File: config.mk
export PLATFORM = sky130hd
export DESIGN_NAME = bike_telemetry_packet_parser_flat
export DESIGN_NICKNAME = d
export VERILOG_FILES = /design/src/rtl/btpp_pkg.sv /design/src/rtl/btpp_if.sv /design/src/rtl/btpp_front.sv /design/src/rtl/btpp_fifo.sv /design/src/rtl/btpp_back.sv /design/src/rtl/bike_telemetry_packet_parser.sv /design/src/flat_wrapper.sv
export SDC_FILE = /design/constraint.sdc
export NUM_CORES = 2
export LEC_CHECK = 0
export ABC_AREA = 1
export BUFFER_PORTS_ARGS = -buffer_cell sky130_fd_sc_hd__buf_2
export CORE_MARGIN = 2
export CORE_UTILIZATION = 61
export CTS_CLUSTER_DIAMETER = 200
export DETAILED_ROUTE_END_ITERATION = 16
export HOLD_SLACK_MARGIN = 0.06
export PLACE_DENSITY = 0.79
export SYNTH_ARGS = -nofsm -noshare
export SYNTH_HDL_FRONTEND = slang
export SYNTH_SLANG_ARGS = --single-unit
export TNS_END_PERCENT = 5
File: constraint.sdc
create_clock -name clk -period 7.3 [get_ports clk]
set_input_delay 2.19 -clock clk [delete_from_list [all_inputs] [get_ports clk]]
set_output_delay 2.19 -clock clk [all_outputs]
set_load 0.01 [all_outputs]
File: src/rtl/btpp_pkg.sv
// Shared types, codes and constants of the bike telemetry packet parser.
package btpp_pkg;

  // Packet geometry.
  localparam int PKT_LEN = 13;
  localparam int CNT_W   = $clog2(PKT_LEN + 1);

  // Depth of the record queue between the front and back parts.
  localparam int QUEUE_DEPTH = 2;

  // Packet status codes.
  localparam logic [2:0] ST_SHORT    = 3'd0;
  localparam logic [2:0] ST_LED      = 3'd1;
  localparam logic [2:0] ST_BAD_SYNC = 3'd2;
  localparam logic [2:0] ST_BAD_SUM  = 3'd3;
  localparam logic [2:0] ST_BAD_END  = 3'd4;
  localparam logic [2:0] ST_ACCEPTED = 3'd5;

  // Configuration register indexes.
  localparam logic [1:0] REG_DATA_SYNC   = 2'd0;
  localparam logic [1:0] REG_LED_SYNC    = 2'd1;
  localparam logic [1:0] REG_END_BYTE    = 2'd2;
  localparam logic [1:0] REG_POWER_COEFF = 2'd3;

  // Reset values of the configuration registers.
  localparam logic [7:0] DATA_SYNC_RST   = 8'd85;
  localparam logic [7:0] LED_SYNC_RST    = 8'd170;
  localparam logic [7:0] END_BYTE_RST    = 8'd63;
  localparam logic [9:0] POWER_COEFF_RST = 10'd456;

  // Power is rpm * resistance * coeff / 100, done as a shift by two and a divide by 25.
  // The divide by 25 multiplies by ceil(2^35 / 25) and keeps the bits above 35; this is
  // exact for every dividend below 2^32.
  localparam int                 PROD1_W     = 24;
  localparam int                 PROD2_W     = 34;
  localparam int                 QUO_W       = PROD2_W - 2;
  localparam int                 RECIP_W     = 31;
  localparam logic [RECIP_W-1:0] RECIP_25    = 31'd1374389535;
  localparam int                 RECIP_SHIFT = 35;
  localparam int                 MULQ_W      = QUO_W + RECIP_W;

  // Configuration seen by the datapath.
  typedef struct packed {
    logic [7:0] data_sync;
    logic [7:0] led_sync;
    logic [7:0] end_byte;
    logic [9:0] power_coeff;
  } cfg_t;

  // One classified packet, handed from the front to the back part.
  typedef struct packed {
    logic [2:0]  status;
    logic [15:0] speed;
    logic [7:0]  res;
    logic [15:0] rpm;
  } pkt_rec_t;

endpackage

File: src/rtl/btpp_if.sv
// Handshake channels of the bike telemetry packet parser.
interface btpp_in_if;
  logic       valid;
  logic       ready;
  logic [7:0] rx_byte;
  logic       chunk_end;

  modport source (output valid, output rx_byte, output chunk_end, input ready);
  modport sink (input valid, input rx_byte, input chunk_end, output ready);
endinterface

interface btpp_out_if;
  logic        valid;
  logic        ready;
  logic [2:0]  status;
  logic [15:0] speed_tenths;
  logic [7:0]  resistance;
  logic [15:0] cadence_rpm;
  logic [27:0] power_centiwatts;
  logic        telemetry_valid;

  modport source (output valid, output status, output speed_tenths, output resistance,
                  output cadence_rpm, output power_centiwatts, output telemetry_valid,
                  input ready);
  modport sink (input valid, input status, input speed_tenths, input resistance,
                input cadence_rpm, input power_centiwatts, input telemetry_valid,
                output ready);
endinterface

File: src/rtl/btpp_front.sv
// Front part: takes received bytes, captures packet fields and classifies each chunk.
module btpp_front (
  input  logic               clk,
  input  logic               rst_n,
  btpp_in_if.sink            in_ch,
  input  btpp_pkg::cfg_t     cfg,
  input  logic               q_full,
  output logic               q_push,
  output btpp_pkg::pkt_rec_t q_data
);
  import btpp_pkg::*;

  // Byte positions inside a packet.
  localparam logic [CNT_W-1:0] POS_SYNC     = CNT_W'(0);
  localparam logic [CNT_W-1:0] POS_SUM_LO   = CNT_W'(1);
  localparam logic [CNT_W-1:0] POS_SUM_HI   = CNT_W'(10);
  localparam logic [CNT_W-1:0] POS_SPEED_LO = CNT_W'(4);
  localparam logic [CNT_W-1:0] POS_SPEED_HI = CNT_W'(5);
  localparam logic [CNT_W-1:0] POS_RES      = CNT_W'(7);
  localparam logic [CNT_W-1:0] POS_RPM_LO   = CNT_W'(8);
  localparam logic [CNT_W-1:0] POS_RPM_HI   = CNT_W'(9);
  localparam logic [CNT_W-1:0] POS_CHK      = CNT_W'(11);
  localparam logic [CNT_W-1:0] POS_TAIL     = CNT_W'(12);
  localparam logic [CNT_W-1:0] LEN_C        = CNT_W'(PKT_LEN);

  logic [CNT_W-1:0] cnt_r, cnt_nxt;
  logic [7:0]       first_r, first_nxt;
  logic [7:0]       sum_r, sum_nxt;
  logic [7:0]       chk_r, chk_nxt;
  logic [7:0]       tail_r, tail_nxt;
  logic [15:0]      speed_r, speed_nxt;
  logic [7:0]       res_r, res_nxt;
  logic [15:0]      rpm_r, rpm_nxt;
  logic             accept;
  logic [2:0]       status;

  // A byte is taken whenever the queue has room for a record.
  assign in_ch.ready = !q_full;
  assign accept      = in_ch.valid && in_ch.ready;

  // Field capture, classification at the end of a chunk, and clearing after it.
  always_comb begin
    cnt_nxt   = cnt_r;
    first_nxt = first_r;
    sum_nxt   = sum_r;
    chk_nxt   = chk_r;
    tail_nxt  = tail_r;
    speed_nxt = speed_r;
    res_nxt   = res_r;
    rpm_nxt   = rpm_r;

    if (accept && (cnt_r < LEN_C)) begin
      case (cnt_r)
        POS_SYNC:     first_nxt = in_ch.rx_byte;
        POS_SPEED_LO: speed_nxt[7:0] = in_ch.rx_byte;
        POS_SPEED_HI: speed_nxt[15:8] = in_ch.rx_byte;
        POS_RES:      res_nxt = in_ch.rx_byte;
        POS_RPM_LO:   rpm_nxt[7:0] = in_ch.rx_byte;
        POS_RPM_HI:   rpm_nxt[15:8] = in_ch.rx_byte;
        POS_CHK:      chk_nxt = in_ch.rx_byte;
        POS_TAIL:     tail_nxt = in_ch.rx_byte;
        default: ;
      endcase
      if (cnt_r inside {[POS_SUM_LO:POS_SUM_HI]}) begin
        sum_nxt = sum_r + in_ch.rx_byte;
      end
      cnt_nxt = cnt_r + CNT_W'(1);
    end

    // The checks run in a fixed order; the LED sync wins over the data sync.
    if (cnt_nxt < LEN_C) begin
      status = ST_SHORT;
    end else if (first_nxt == cfg.led_sync) begin
      status = ST_LED;
    end else if (first_nxt != cfg.data_sync) begin
      status = ST_BAD_SYNC;
    end else if (sum_nxt != chk_nxt) begin
      status = ST_BAD_SUM;
    end else if (tail_nxt != cfg.end_byte) begin
      status = ST_BAD_END;
    end else begin
      status = ST_ACCEPTED;
    end

    q_push        = accept && in_ch.chunk_end;
    q_data.status = status;
    q_data.speed  = speed_nxt;
    q_data.res    = res_nxt;
    q_data.rpm    = rpm_nxt;

    if (q_push) begin
      cnt_nxt   = '0;
      first_nxt = '0;
      sum_nxt   = '0;
      chk_nxt   = '0;
      tail_nxt  = '0;
      speed_nxt = '0;
      res_nxt   = '0;
      rpm_nxt   = '0;
    end
  end

  always_ff @(posedge clk) begin
    if (!rst_n) begin
      cnt_r   <= '0;
      first_r <= '0;
      sum_r   <= '0;
      chk_r   <= '0;
      tail_r  <= '0;
      speed_r <= '0;
      res_r   <= '0;
      rpm_r   <= '0;
    end else begin
      cnt_r   <= cnt_nxt;
      first_r <= first_nxt;
      sum_r   <= sum_nxt;
      chk_r   <= chk_nxt;
      tail_r  <= tail_nxt;
      speed_r <= speed_nxt;
      res_r   <= res_nxt;
      rpm_r   <= rpm_nxt;
    end
  end

endmodule

File: src/rtl/btpp_fifo.sv
// Short record queue between the front and back parts.
module btpp_fifo (
  input  logic               clk,
  input  logic               rst_n,
  input  logic               push,
  input  btpp_pkg::pkt_rec_t wr_data,
  input  logic               pop,
  output btpp_pkg::pkt_rec_t rd_data,
  output logic               full,
  output logic               empty
);
  import btpp_pkg::*;

  localparam int PTR_W = (QUEUE_DEPTH > 1) ? $clog2(QUEUE_DEPTH) : 1;
  localparam int FILL_W = $clog2(QUEUE_DEPTH + 1);

  pkt_rec_t          mem_r [QUEUE_DEPTH];
  logic [PTR_W-1:0]  wr_ptr_r, wr_ptr_nxt;
  logic [PTR_W-1:0]  rd_ptr_r, rd_ptr_nxt;
  logic [FILL_W-1:0] fill_r, fill_nxt;
  logic              do_push, do_pop;

  assign full    = (fill_r == FILL_W'(QUEUE_DEPTH));
  assign empty   = (fill_r == '0);
  assign do_push = push && !full;
  assign do_pop  = pop && !empty;
  assign rd_data = mem_r[rd_ptr_r];

  // Pointer and fill bookkeeping with wrap at the queue depth.
  always_comb begin
    wr_ptr_nxt = wr_ptr_r;
    rd_ptr_nxt = rd_ptr_r;
    fill_nxt   = fill_r;
    if (do_push) begin
      wr_ptr_nxt = (wr_ptr_r == PTR_W'(QUEUE_DEPTH - 1)) ? '0 : wr_ptr_r + PTR_W'(1);
    end
    if (do_pop) begin
      rd_ptr_nxt = (rd_ptr_r == PTR_W'(QUEUE_DEPTH - 1)) ? '0 : rd_ptr_r + PTR_W'(1);
    end
    if (do_push && !do_pop) begin
      fill_nxt = fill_r + FILL_W'(1);
    end else if (do_pop && !do_push) begin
      fill_nxt = fill_r - FILL_W'(1);
    end
  end

  always_ff @(posedge clk) begin
    if (!rst_n) begin
      wr_ptr_r <= '0;
      rd_ptr_r <= '0;
      fill_r   <= '0;
    end else begin
      wr_ptr_r <= wr_ptr_nxt;
      rd_ptr_r <= rd_ptr_nxt;
      fill_r   <= fill_nxt;
    end
  end

  // Record storage.
  always_ff @(posedge clk) begin
    if (do_push) begin
      mem_r[wr_ptr_r] <= wr_data;
    end
  end

endmodule

File: src/rtl/btpp_back.sv
// Back part: applies accepted packets, computes power and presents the result word.
module btpp_back (
  input  logic               clk,
  input  logic               rst_n,
  input  btpp_pkg::cfg_t     cfg,
  input  logic               q_empty,
  input  btpp_pkg::pkt_rec_t q_data,
  output logic               q_pop,
  btpp_out_if.source         out_ch
);
  import btpp_pkg::*;

  localparam logic [2:0] S_IDLE = 3'd0;
  localparam logic [2:0] S_MUL1 = 3'd1;
  localparam logic [2:0] S_MUL2 = 3'd2;
  localparam logic [2:0] S_DIV  = 3'd3;
  localparam logic [2:0] S_FIN  = 3'd4;

  logic [2:0]         state_r, state_nxt;
  pkt_rec_t           rec_r, rec_nxt;
  logic [PROD1_W-1:0] prod1_r, prod1_nxt;
  logic [QUO_W-1:0]   quo_r, quo_nxt;
  logic [27:0]        power_r, power_nxt;
  logic [PROD2_W-1:0] prod2;
  logic [MULQ_W-1:0]  mulq;
  logic [2:0]         status_r, status_nxt;
  logic               out_valid_r, out_valid_nxt;
  logic [15:0]        held_speed_r, held_speed_nxt;
  logic [7:0]         held_res_r, held_res_nxt;
  logic [15:0]        held_rpm_r, held_rpm_nxt;
  logic [27:0]        held_power_r, held_power_nxt;
  logic               valid_flag_r, valid_flag_nxt;
  logic               out_free;

  // The result register is free when empty or being taken this cycle.
  assign out_free = !out_valid_r || out_ch.ready;

  assign out_ch.valid            = out_valid_r;
  assign out_ch.status           = status_r;
  assign out_ch.speed_tenths     = held_speed_r;
  assign out_ch.resistance       = held_res_r;
  assign out_ch.cadence_rpm      = held_rpm_r;
  assign out_ch.power_centiwatts = held_power_r;
  assign out_ch.telemetry_valid  = valid_flag_r;

  // Second product, and the reciprocal product that divides by 25.
  assign prod2 = PROD2_W'(prod1_r) * PROD2_W'(cfg.power_coeff);
  assign mulq  = MULQ_W'(quo_r) * MULQ_W'(RECIP_25);

  // Sequencer: pop a record, then for an accepted packet multiply twice and divide by 100.
  always_comb begin
    state_nxt      = state_r;
    rec_nxt        = rec_r;
    prod1_nxt      = prod1_r;
    quo_nxt        = quo_r;
    power_nxt      = power_r;
    status_nxt     = status_r;
    held_speed_nxt = held_speed_r;
    held_res_nxt   = held_res_r;
    held_rpm_nxt   = held_rpm_r;
    held_power_nxt = held_power_r;
    valid_flag_nxt = valid_flag_r;
    q_pop          = 1'b0;

    out_valid_nxt = out_valid_r;
    if (out_valid_r && out_ch.ready) begin
      out_valid_nxt = 1'b0;
    end

    case (state_r)
      S_IDLE: begin
        if (!q_empty && out_free) begin
          q_pop   = 1'b1;
          rec_nxt = q_data;
          if (q_data.status == ST_ACCEPTED) begin
            state_nxt = S_MUL1;
          end else begin
            status_nxt    = q_data.status;
            out_valid_nxt = 1'b1;
          end
        end
      end
      S_MUL1: begin
        prod1_nxt = PROD1_W'(rec_r.rpm) * PROD1_W'(rec_r.res);
        state_nxt = S_MUL2;
      end
      S_MUL2: begin
        // Dropping the two low bits divides by four exactly under truncation.
        quo_nxt   = prod2[PROD2_W-1:2];
        state_nxt = S_DIV;
      end
      S_DIV: begin
        power_nxt = mulq[RECIP_SHIFT +: 28];
        state_nxt = S_FIN;
      end
      S_FIN: begin
        held_speed_nxt = rec_r.speed;
        held_res_nxt   = rec_r.res;
        held_rpm_nxt   = rec_r.rpm;
        held_power_nxt = power_r;
        valid_flag_nxt = 1'b1;
        status_nxt     = ST_ACCEPTED;
        out_valid_nxt  = 1'b1;
        state_nxt      = S_IDLE;
      end
      default: begin
        state_nxt = S_IDLE;
      end
    endcase
  end

  always_ff @(posedge clk) begin
    if (!rst_n) begin
      state_r      <= S_IDLE;
      out_valid_r  <= 1'b0;
      held_speed_r <= '0;
      held_res_r   <= '0;
      held_rpm_r   <= '0;
      held_power_r <= '0;
      valid_flag_r <= 1'b0;
    end else begin
      state_r      <= state_nxt;
      out_valid_r  <= out_valid_nxt;
      held_speed_r <= held_speed_nxt;
      held_res_r   <= held_res_nxt;
      held_rpm_r   <= held_rpm_nxt;
      held_power_r <= held_power_nxt;
      valid_flag_r <= valid_flag_nxt;
    end
  end

  // Datapath registers.
  always_ff @(posedge clk) begin
    rec_r    <= rec_nxt;
    prod1_r  <= prod1_nxt;
    quo_r    <= quo_nxt;
    power_r  <= power_nxt;
    status_r <= status_nxt;
  end

endmodule

File: src/rtl/bike_telemetry_packet_parser.sv
// Top level of the bike telemetry packet parser with its configuration registers.
// The parser takes one received byte per word on in_ch, the last byte of a chunk marked by
// chunk_end, and gives one result word on out_ch for each chunk: a status (short, LED packet,
// bad sync, bad checksum, bad end byte, accepted) together with the held speed, resistance,
// cadence, power and the sticky telemetry_valid flag. The front part takes a byte every cycle
// while its two-entry record queue has room. The back part pops a record only while its result
// register is free; a rejected packet needs only the pop, and an accepted one goes through the
// pop, two multiplies, a reciprocal multiply for the divide by 25 and the update of the held
// values.
// Registers are written over the APB-style port at byte addresses 0, 4, 8 and 12.
module bike_telemetry_packet_parser (
  input  logic        clk,
  input  logic        rst_n,
  btpp_in_if.sink     in_ch,
  btpp_out_if.source  out_ch,
  input  logic        cfg_psel,
  input  logic        cfg_penable,
  input  logic        cfg_pwrite,
  input  logic [3:0]  cfg_paddr,
  input  logic [31:0] cfg_pwdata,
  output logic [31:0] cfg_prdata,
  output logic        cfg_pready
);
  import btpp_pkg::*;

  cfg_t       cfg_r, cfg_nxt;
  logic [1:0] reg_idx;
  logic       cfg_wr;
  logic       q_push, q_pop, q_full, q_empty;
  pkt_rec_t   q_wr_data, q_rd_data;

  assign cfg_pready = 1'b1;
  assign reg_idx    = cfg_paddr[3:2];
  assign cfg_wr     = cfg_psel && cfg_penable && cfg_pwrite && cfg_pready;

  // Register write decode.
  always_comb begin
    cfg_nxt = cfg_r;
    if (cfg_wr) begin
      case (reg_idx)
        REG_DATA_SYNC:   cfg_nxt.data_sync = cfg_pwdata[7:0];
        REG_LED_SYNC:    cfg_nxt.led_sync = cfg_pwdata[7:0];
        REG_END_BYTE:    cfg_nxt.end_byte = cfg_pwdata[7:0];
        REG_POWER_COEFF: cfg_nxt.power_coeff = cfg_pwdata[9:0];
        default: ;
      endcase
    end
  end

  // Register read mux.
  always_comb begin
    case (reg_idx)
      REG_DATA_SYNC:   cfg_prdata = {24'd0, cfg_r.data_sync};
      REG_LED_SYNC:    cfg_prdata = {24'd0, cfg_r.led_sync};
      REG_END_BYTE:    cfg_prdata = {24'd0, cfg_r.end_byte};
      REG_POWER_COEFF: cfg_prdata = {22'd0, cfg_r.power_coeff};
      default:         cfg_prdata = '0;
    endcase
  end

  always_ff @(posedge clk) begin
    if (!rst_n) begin
      cfg_r.data_sync   <= DATA_SYNC_RST;
      cfg_r.led_sync    <= LED_SYNC_RST;
      cfg_r.end_byte    <= END_BYTE_RST;
      cfg_r.power_coeff <= POWER_COEFF_RST;
    end else begin
      cfg_r <= cfg_nxt;
    end
  end

  btpp_front u_front (
    .clk    (clk),
    .rst_n  (rst_n),
    .in_ch  (in_ch),
    .cfg    (cfg_r),
    .q_full (q_full),
    .q_push (q_push),
    .q_data (q_wr_data)
  );

  btpp_fifo u_fifo (
    .clk     (clk),
    .rst_n   (rst_n),
    .push    (q_push),
    .wr_data (q_wr_data),
    .pop     (q_pop),
    .rd_data (q_rd_data),
    .full    (q_full),
    .empty   (q_empty)
  );

  btpp_back u_back (
    .clk     (clk),
    .rst_n   (rst_n),
    .cfg     (cfg_r),
    .q_empty (q_empty),
    .q_data  (q_rd_data),
    .q_pop   (q_pop),
    .out_ch  (out_ch)
  );

endmodule
File: src/flat_wrapper.sv
// flat-port wrapper written by rule: the top's interface ports become plain ports
module bike_telemetry_packet_parser_flat import btpp_pkg::*;
  (clk, rst_n, cfg_psel, cfg_penable, cfg_pwrite, cfg_paddr, cfg_pwdata, cfg_prdata, cfg_pready, in_ch_valid, in_ch_rx_byte, in_ch_chunk_end, in_ch_ready, out_ch_valid, out_ch_status, out_ch_speed_tenths, out_ch_resistance, out_ch_cadence_rpm, out_ch_power_centiwatts, out_ch_telemetry_valid, out_ch_ready);
  btpp_in_if in_ch_i ();
  btpp_out_if out_ch_i ();
  input  logic clk;
  input  logic rst_n;
  input  logic cfg_psel;
  input  logic cfg_penable;
  input  logic cfg_pwrite;
  input  logic [3:0] cfg_paddr;
  input  logic [31:0] cfg_pwdata;
  output logic [31:0] cfg_prdata;
  output logic cfg_pready;
  input wire logic [$bits(in_ch_i.valid)-1:0] in_ch_valid;
  input wire logic [$bits(in_ch_i.rx_byte)-1:0] in_ch_rx_byte;
  input wire logic [$bits(in_ch_i.chunk_end)-1:0] in_ch_chunk_end;
  output wire logic [$bits(in_ch_i.ready)-1:0] in_ch_ready;
  output wire logic [$bits(out_ch_i.valid)-1:0] out_ch_valid;
  output wire logic [$bits(out_ch_i.status)-1:0] out_ch_status;
  output wire logic [$bits(out_ch_i.speed_tenths)-1:0] out_ch_speed_tenths;
  output wire logic [$bits(out_ch_i.resistance)-1:0] out_ch_resistance;
  output wire logic [$bits(out_ch_i.cadence_rpm)-1:0] out_ch_cadence_rpm;
  output wire logic [$bits(out_ch_i.power_centiwatts)-1:0] out_ch_power_centiwatts;
  output wire logic [$bits(out_ch_i.telemetry_valid)-1:0] out_ch_telemetry_valid;
  input wire logic [$bits(out_ch_i.ready)-1:0] out_ch_ready;
  assign in_ch_i.valid = in_ch_valid;
  assign in_ch_i.rx_byte = in_ch_rx_byte;
  assign in_ch_i.chunk_end = in_ch_chunk_end;
  assign in_ch_ready = in_ch_i.ready;
  assign out_ch_valid = out_ch_i.valid;
  assign out_ch_status = out_ch_i.status;
  assign out_ch_speed_tenths = out_ch_i.speed_tenths;
  assign out_ch_resistance = out_ch_i.resistance;
  assign out_ch_cadence_rpm = out_ch_i.cadence_rpm;
  assign out_ch_power_centiwatts = out_ch_i.power_centiwatts;
  assign out_ch_telemetry_valid = out_ch_i.telemetry_valid;
  assign out_ch_i.ready = out_ch_ready;
  bike_telemetry_packet_parser u_core (.clk(clk), .rst_n(rst_n), .in_ch(in_ch_i), .out_ch(out_ch_i), .cfg_psel(cfg_psel), .cfg_penable(cfg_penable), .cfg_pwrite(cfg_pwrite), .cfg_paddr(cfg_paddr), .cfg_pwdata(cfg_pwdata), .cfg_prdata(cfg_prdata), .cfg_pready(cfg_pready));
endmodule
-- Word level (Yosys, flattened, before mapping)
Memory sizes are Yosys's and may differ from the RTL's. A register that Yosys moved wholly into a read port is not among the register bits.
Cells that the tools add are included.
- memories: 1
- bits of input ports: 52
- word-level logic and storage cells: 142
- register bits after elaboration: 314
- RAM bits: 86
- memory list (memory ; words ; width ; read ports ; clocked after memory_dff ; wr ports ; RTL line ; text):
    u_core.u_fifo.mem_r ; 2 ; 43 ; 1 ; 1 ; 1 ; btpp_fifo.sv:17 ; pkt_rec_t mem_r [QUEUE_DEPTH];
- multiply operators: 3
- mux-type cells: 43
- reductions and logical operators: 32
- $add $sub $neg: 6
- equal/unequal tests: 23
- bitwise operators: 1
- order comparisons: 4
- operators with widths (cell ; number):
    32-bit one-hot mux with 4 select lines ; 1
    8-bit two-way mux ; 14
    32-bit by 31-bit multiplier with 63-bit output, second input constant ; 1
    24-bit by 10-bit multiplier with 34-bit output ; 1
    16-bit two-way mux ; 2
    16-bit by 8-bit multiplier with 24-bit output ; 1
    3-bit two-way mux ; 8
    8-bit inequality test ; 3
    4-bit == test, second input constant ; 4
    4-bit by 3-bit == test with 1-bit output, second input constant ; 3
    1-bit logical AND ; 12
    1-bit two-way mux ; 12
    3-bit one-hot mux with 4 select lines ; 1
    2-bit AND reduction ; 6
    8-bit adder ; 1
    8-bit == test ; 1
    4-bit < comparator, second input constant ; 2
    2-bit == test, second input constant ; 3
    3-bit by 2-bit == test with 1-bit output, second input constant ; 2
    3-bit == test, second input constant ; 2
    2-bit inequality test, second input constant ; 3
    3-bit one-hot mux with 2 select lines ; 1
    1-bit logical NOT ; 5
    4-bit by 1-bit adder with 4-bit output, second input constant ; 1
    18 further kinds ; 22

-- Longest topological paths before layout
- depth after elaboration: 11
- depth in mapped cells: 26
- depth with buffers taken out: 26

-- Modules after synthesis
A second synthesis with hierarchy kept.
- cell total of the unflattened synthesis: 5726
- area, all modules: 47641.9 µm²
- by module, submodules not included (module ; times used ; area an instance (µm²) ; cells an instance):
    btpp_back ; 1 ; 38015.2 ; 4653
    btpp_front ; 1 ; 4347.9 ; 639
    btpp_fifo ; 1 ; 3553.4 ; 172
    bike_telemetry_packet_parser ; 1 ; 1725.4 ; 262

-- Worst setup path before layout
No wires, ideal clock.
- path type: reg2reg
- start: reg u_core.u_back.quo_r[18]
- end: reg u_core.u_back.power_r[26], data pin
- data arrival time: 5.809 ns
- cell stages (with the launch flop): 24
- path buffers: 0
- data required time: 7.038 ns
- library setup time: 0.262 ns
- clock period less this slack: 6.072 ns
- path slack: 1.228 ns
- cell sequence: edfxtp_1 > ha_1 > inv_1 > fa_1 > inv_1 > fa_1 > fa_1 > fa_1 > fa_1 > fa_1 > inv_1 > fa_1 > inv_1 > ha_1 > nand2_1 > nor2_1 > inv_1 > nor3_1 > inv_1 > nor3_1 > nand3_1 > nand3_1 > a21oi_1 > xor2_1
- word-level cells in the longest chain between the ends: 1
- ends and longest elaborated chain (element ; RTL line ; text):
    start: declaration ; btpp_back.sv:22 ; logic [QUO_W-1:0] quo_r, quo_nxt;
    start signal: assignment ; btpp_back.sv:136 ; quo_r <= quo_nxt;
    32-bit by 31-bit multiplier with 63-bit output ; btpp_back.sv:48 ; assign mulq = MULQ_W'(quo_r) * MULQ_W'(RECIP_25);
    via u_core.u_back.mulq[61] ; btpp_back.sv:25 ; logic [MULQ_W-1:0] mulq;
    end signal: assignment ; btpp_back.sv:137 ; power_r <= power_nxt;
    end: declaration ; btpp_back.sv:23 ; logic [27:0] power_r, power_nxt;
The timed path passes the listed nets, and every way through them passes these cells.
A chain may end at the register's enable or synchronous reset.

-- Worst setup path in the final report
- start: reg u_core.u_back.quo_r[9]
- end: reg u_core.u_back.power_r[15], data pin
Same word-level chain as after synthesis.

==> results.cfg <==
[synthesis]
avgSynthCellArea_um2 = 8.902
netlist_area_mm2 = 0.04486
ys_seq_area_share_pct = 22.65
synth_ff_type = edfxtp_1
yosysTopAreaCellShare_pct = 28.92
synth_area_leader_cell = fa_1
synthArstFlopShare_pct = 0
synth_edf_count = 213
syn_inst = 5039
ys_ff_latch = 401
ys_top_cells_by_area = fa_1 (29%), ha_1 (14%), edfxtp_1 (14%)
yosysWarnings = 0
yosysUniqueCellTypes = 56

[global_route]
first_global_vias = 34190
grt_max_degree = 94
antenna_found_initial = 0
grt_pass1_wl_mm = 179.8
gr-total-overflow = 0
grt_usage_pct = 30.78

[place]
place_hpwl_mm = 93.16
place.gp.congestion = 0.9819
io_buffers = 111

[clocking]
cts_resized = 0
insertion_delay_ns = 0.59
ctsHoldBuffers = 0
cts_max_level = 2
tritoncts = yes
cts_setup_buffers = 0
cts_sinks = 401
clockBufferDepth = 3
root_buffer = clkbuf_16
cts_buffers = 42
clk_pin_slew_worst_paths_ns = 0.06

[run]
drv_cap = 0

[sta]
setup_viol = 0
drv_slew = 0
worst_slew_margin_rel_pct = 25.00
worst_pin_slew_ns = 1.113
min_period_ns = 6.947
hold_violations = 0
tns_ns = 0
rsz0062_at_grt = no
period_share_pct = 95.16
clock.fmax_mhz = 144.0
clock_skew_ns = 0.01582

[worst_setup_path]
crit_type = reg2reg
cp_max_fo = 10
cp_data_required_time_ns = 7.67
worstSetupEndpointType = register
cpPeakStageDelay_ns = 0.66
worst_path_most_repeated_cell = fa_1
cpMaxStageDelayCell = edfxtp_1
path_cells = ha_1, inv_1, fa_1, inv_1, fa_1, ha_1, fa_1, fa_1, fa_1, inv_1, fa_1, inv_1, ha_1, nand2_1, nor2_1, nand2_1, nor4_1, nand3_1, nand3_1, a21oi_1, xnor2_1
startpoint_type = register
arrival_ns = 7.32

[route]
drcViolationCount = 0
drt_first_iter_violations = 2109
num_vias = 33050
wire_per_inst_um = 18.66
drt_pass1_iterations = 6
routed_via_density = 5.434
wl_mm = 113.5
ant_nets = 0

[cells_and_area]
num_antenna_cells = 0
final_cell_mix = inv_1 (1,290), nand2_1 (788), fa_1 (648)
nets = 6307
layout_commonest_cell = inv_1
area_growth_pct = 6.438
drive_above_1_share_pct = 6.011

[floorplan]
initial_core_util_pct = 61.59
row_count = 99
core_mm2 = 0.07283
io_pins = 159
die_h_um = 275.2
dieArea_mm2 = 0.07572
die_w_um = 275.2

[hold_path]
min_path_type = reg2reg

[run_status]
outcome = finished clean
-- final cells by class --
| cell class | instances | area [µm²] |
|---|---|---|
| timing repair buffer | 146 | 820.8 |
| sequential | 401 | 10160 |
| clock inverter | 21 | 271.5 |
| fill | 5762 | 25090 |
| multi-input combinational | 3202 | 29240 |
| tap | 959 | 1200 |
| inverter | 1297 | 4873 |
| clock buffer | 57 | 1177 |
-- sequential cells by signal, summed over array words and instances, names as in the netlist, 16 cells and up, named ones only --
| name | flops |
|---|---|
| u_core.u_fifo.mem_r | 86 |
| u_core.u_back.power_r | 28 |
| u_core.u_back.rec_r | 40 |
| u_core.u_back.out_ch.cadence_rpm | 16 |
| u_core.cfg_r | 34 |
| u_core.u_back.out_ch.power_centiwatts | 28 |
| u_core.u_back.out_ch.speed_tenths | 16 |
| u_core.u_back.prod1_r | 24 |
| u_core.u_back.quo_r | 32 |
| u_core.u_front.rpm_r | 16 |
| u_core.u_front.speed_r | 16 |
-- synthesized netlist by cell type (all sizes together) (4+ instances only) --
cell type	n
nand4	16
nor2	410
o21a	4
xnor2	28
inv	1296
buf	39
o21bai	12
and3	5
a21o	24
nor4	12
ha	517
nand2	791
dfxtp	188
xor2	70
nor3	24
o211ai	19
a21oi	183
or2	26
a221oi	6
clkbuf	121
fa	648
nand3	89
a31oi	24
edfxtp	213
mux2	40
o21ai	206
-- final timing paths --
kind / startpoint / to / slack (ns) / cells past startpoint
max: u_core.u_back.quo_r[9] / u_core.u_back.power_r[15] / 0.35 / 21
max reg2reg: u_core.u_back.quo_r[9] / u_core.u_back.power_r[15] / 0.35 / 21
min reg2reg: u_core.u_fifo.rd_ptr_r / register / 0.47 / 1
min: u_core.u_fifo.rd_ptr_r / register / 0.47 / 1
-- metrics by stage --
| step | cells | area (µm²) | hold slack (ns) | utilization [%] | setup WS (ns) |
|---|---|---|---|---|---|
| 3_5_place_dp | 6005 | 46290 | 0.4590 | 63.56 | 0.3804 |
| 2_1_floorplan | 5060 | 44930 | 0.4257 | - | 1.228 |
| 4_1_cts | 6083 | 47740 | 0.4668 | 65.55 | 0.3483 |
| 5_1_grt | 6083 | 47740 | 0.4936 | 65.55 | 0.06221 |
| 6_report | 6083 | 47740 | 0.4655 | 65.55 | 0.3532 |
| 3_3_place_gp | 6005 | 46290 | 0.4337 | 63.56 | 0.4344 |
-- cells by family after synthesis --
group / count (synthesis) / share of synthesized area (%)
mux: 43 / 1.071
simple gates: 1377 / 12.39
buf+inv: 1457 / 12.45
compound gates: 496 / 6.165
other cells: 2 / 0.01674
xor+xnor: 98 / 1.914
flops: 401 / 22.65
fa+ha+maj: 1165 / 43.34
-- layer usage --
layer	share of wire (%)	vias up	GRT usage [%]
met5	0	-	0
met4	4.6	0	13.14
met3	5.9	272	3.919
met2	50	1122	54.17
met1	39	16250	38.20
li1	-	15410	-
-- worst max-delay path: cells and delay by family, from the launching register on --
kind,cells,cell delay [ns]
AOI/OAI and AO/OA,1,0.14
xor gates and xnor gates,1,0.31
adders and majority gates,9,4.16
buffers and inverters,4,0.23
DFF,1,0.66
and+or+nand+nor,6,1.23
Power is left out: the tool's default activity adds up to more than one toggle a clock period on the data nets, which glitch-free logic cannot reach.
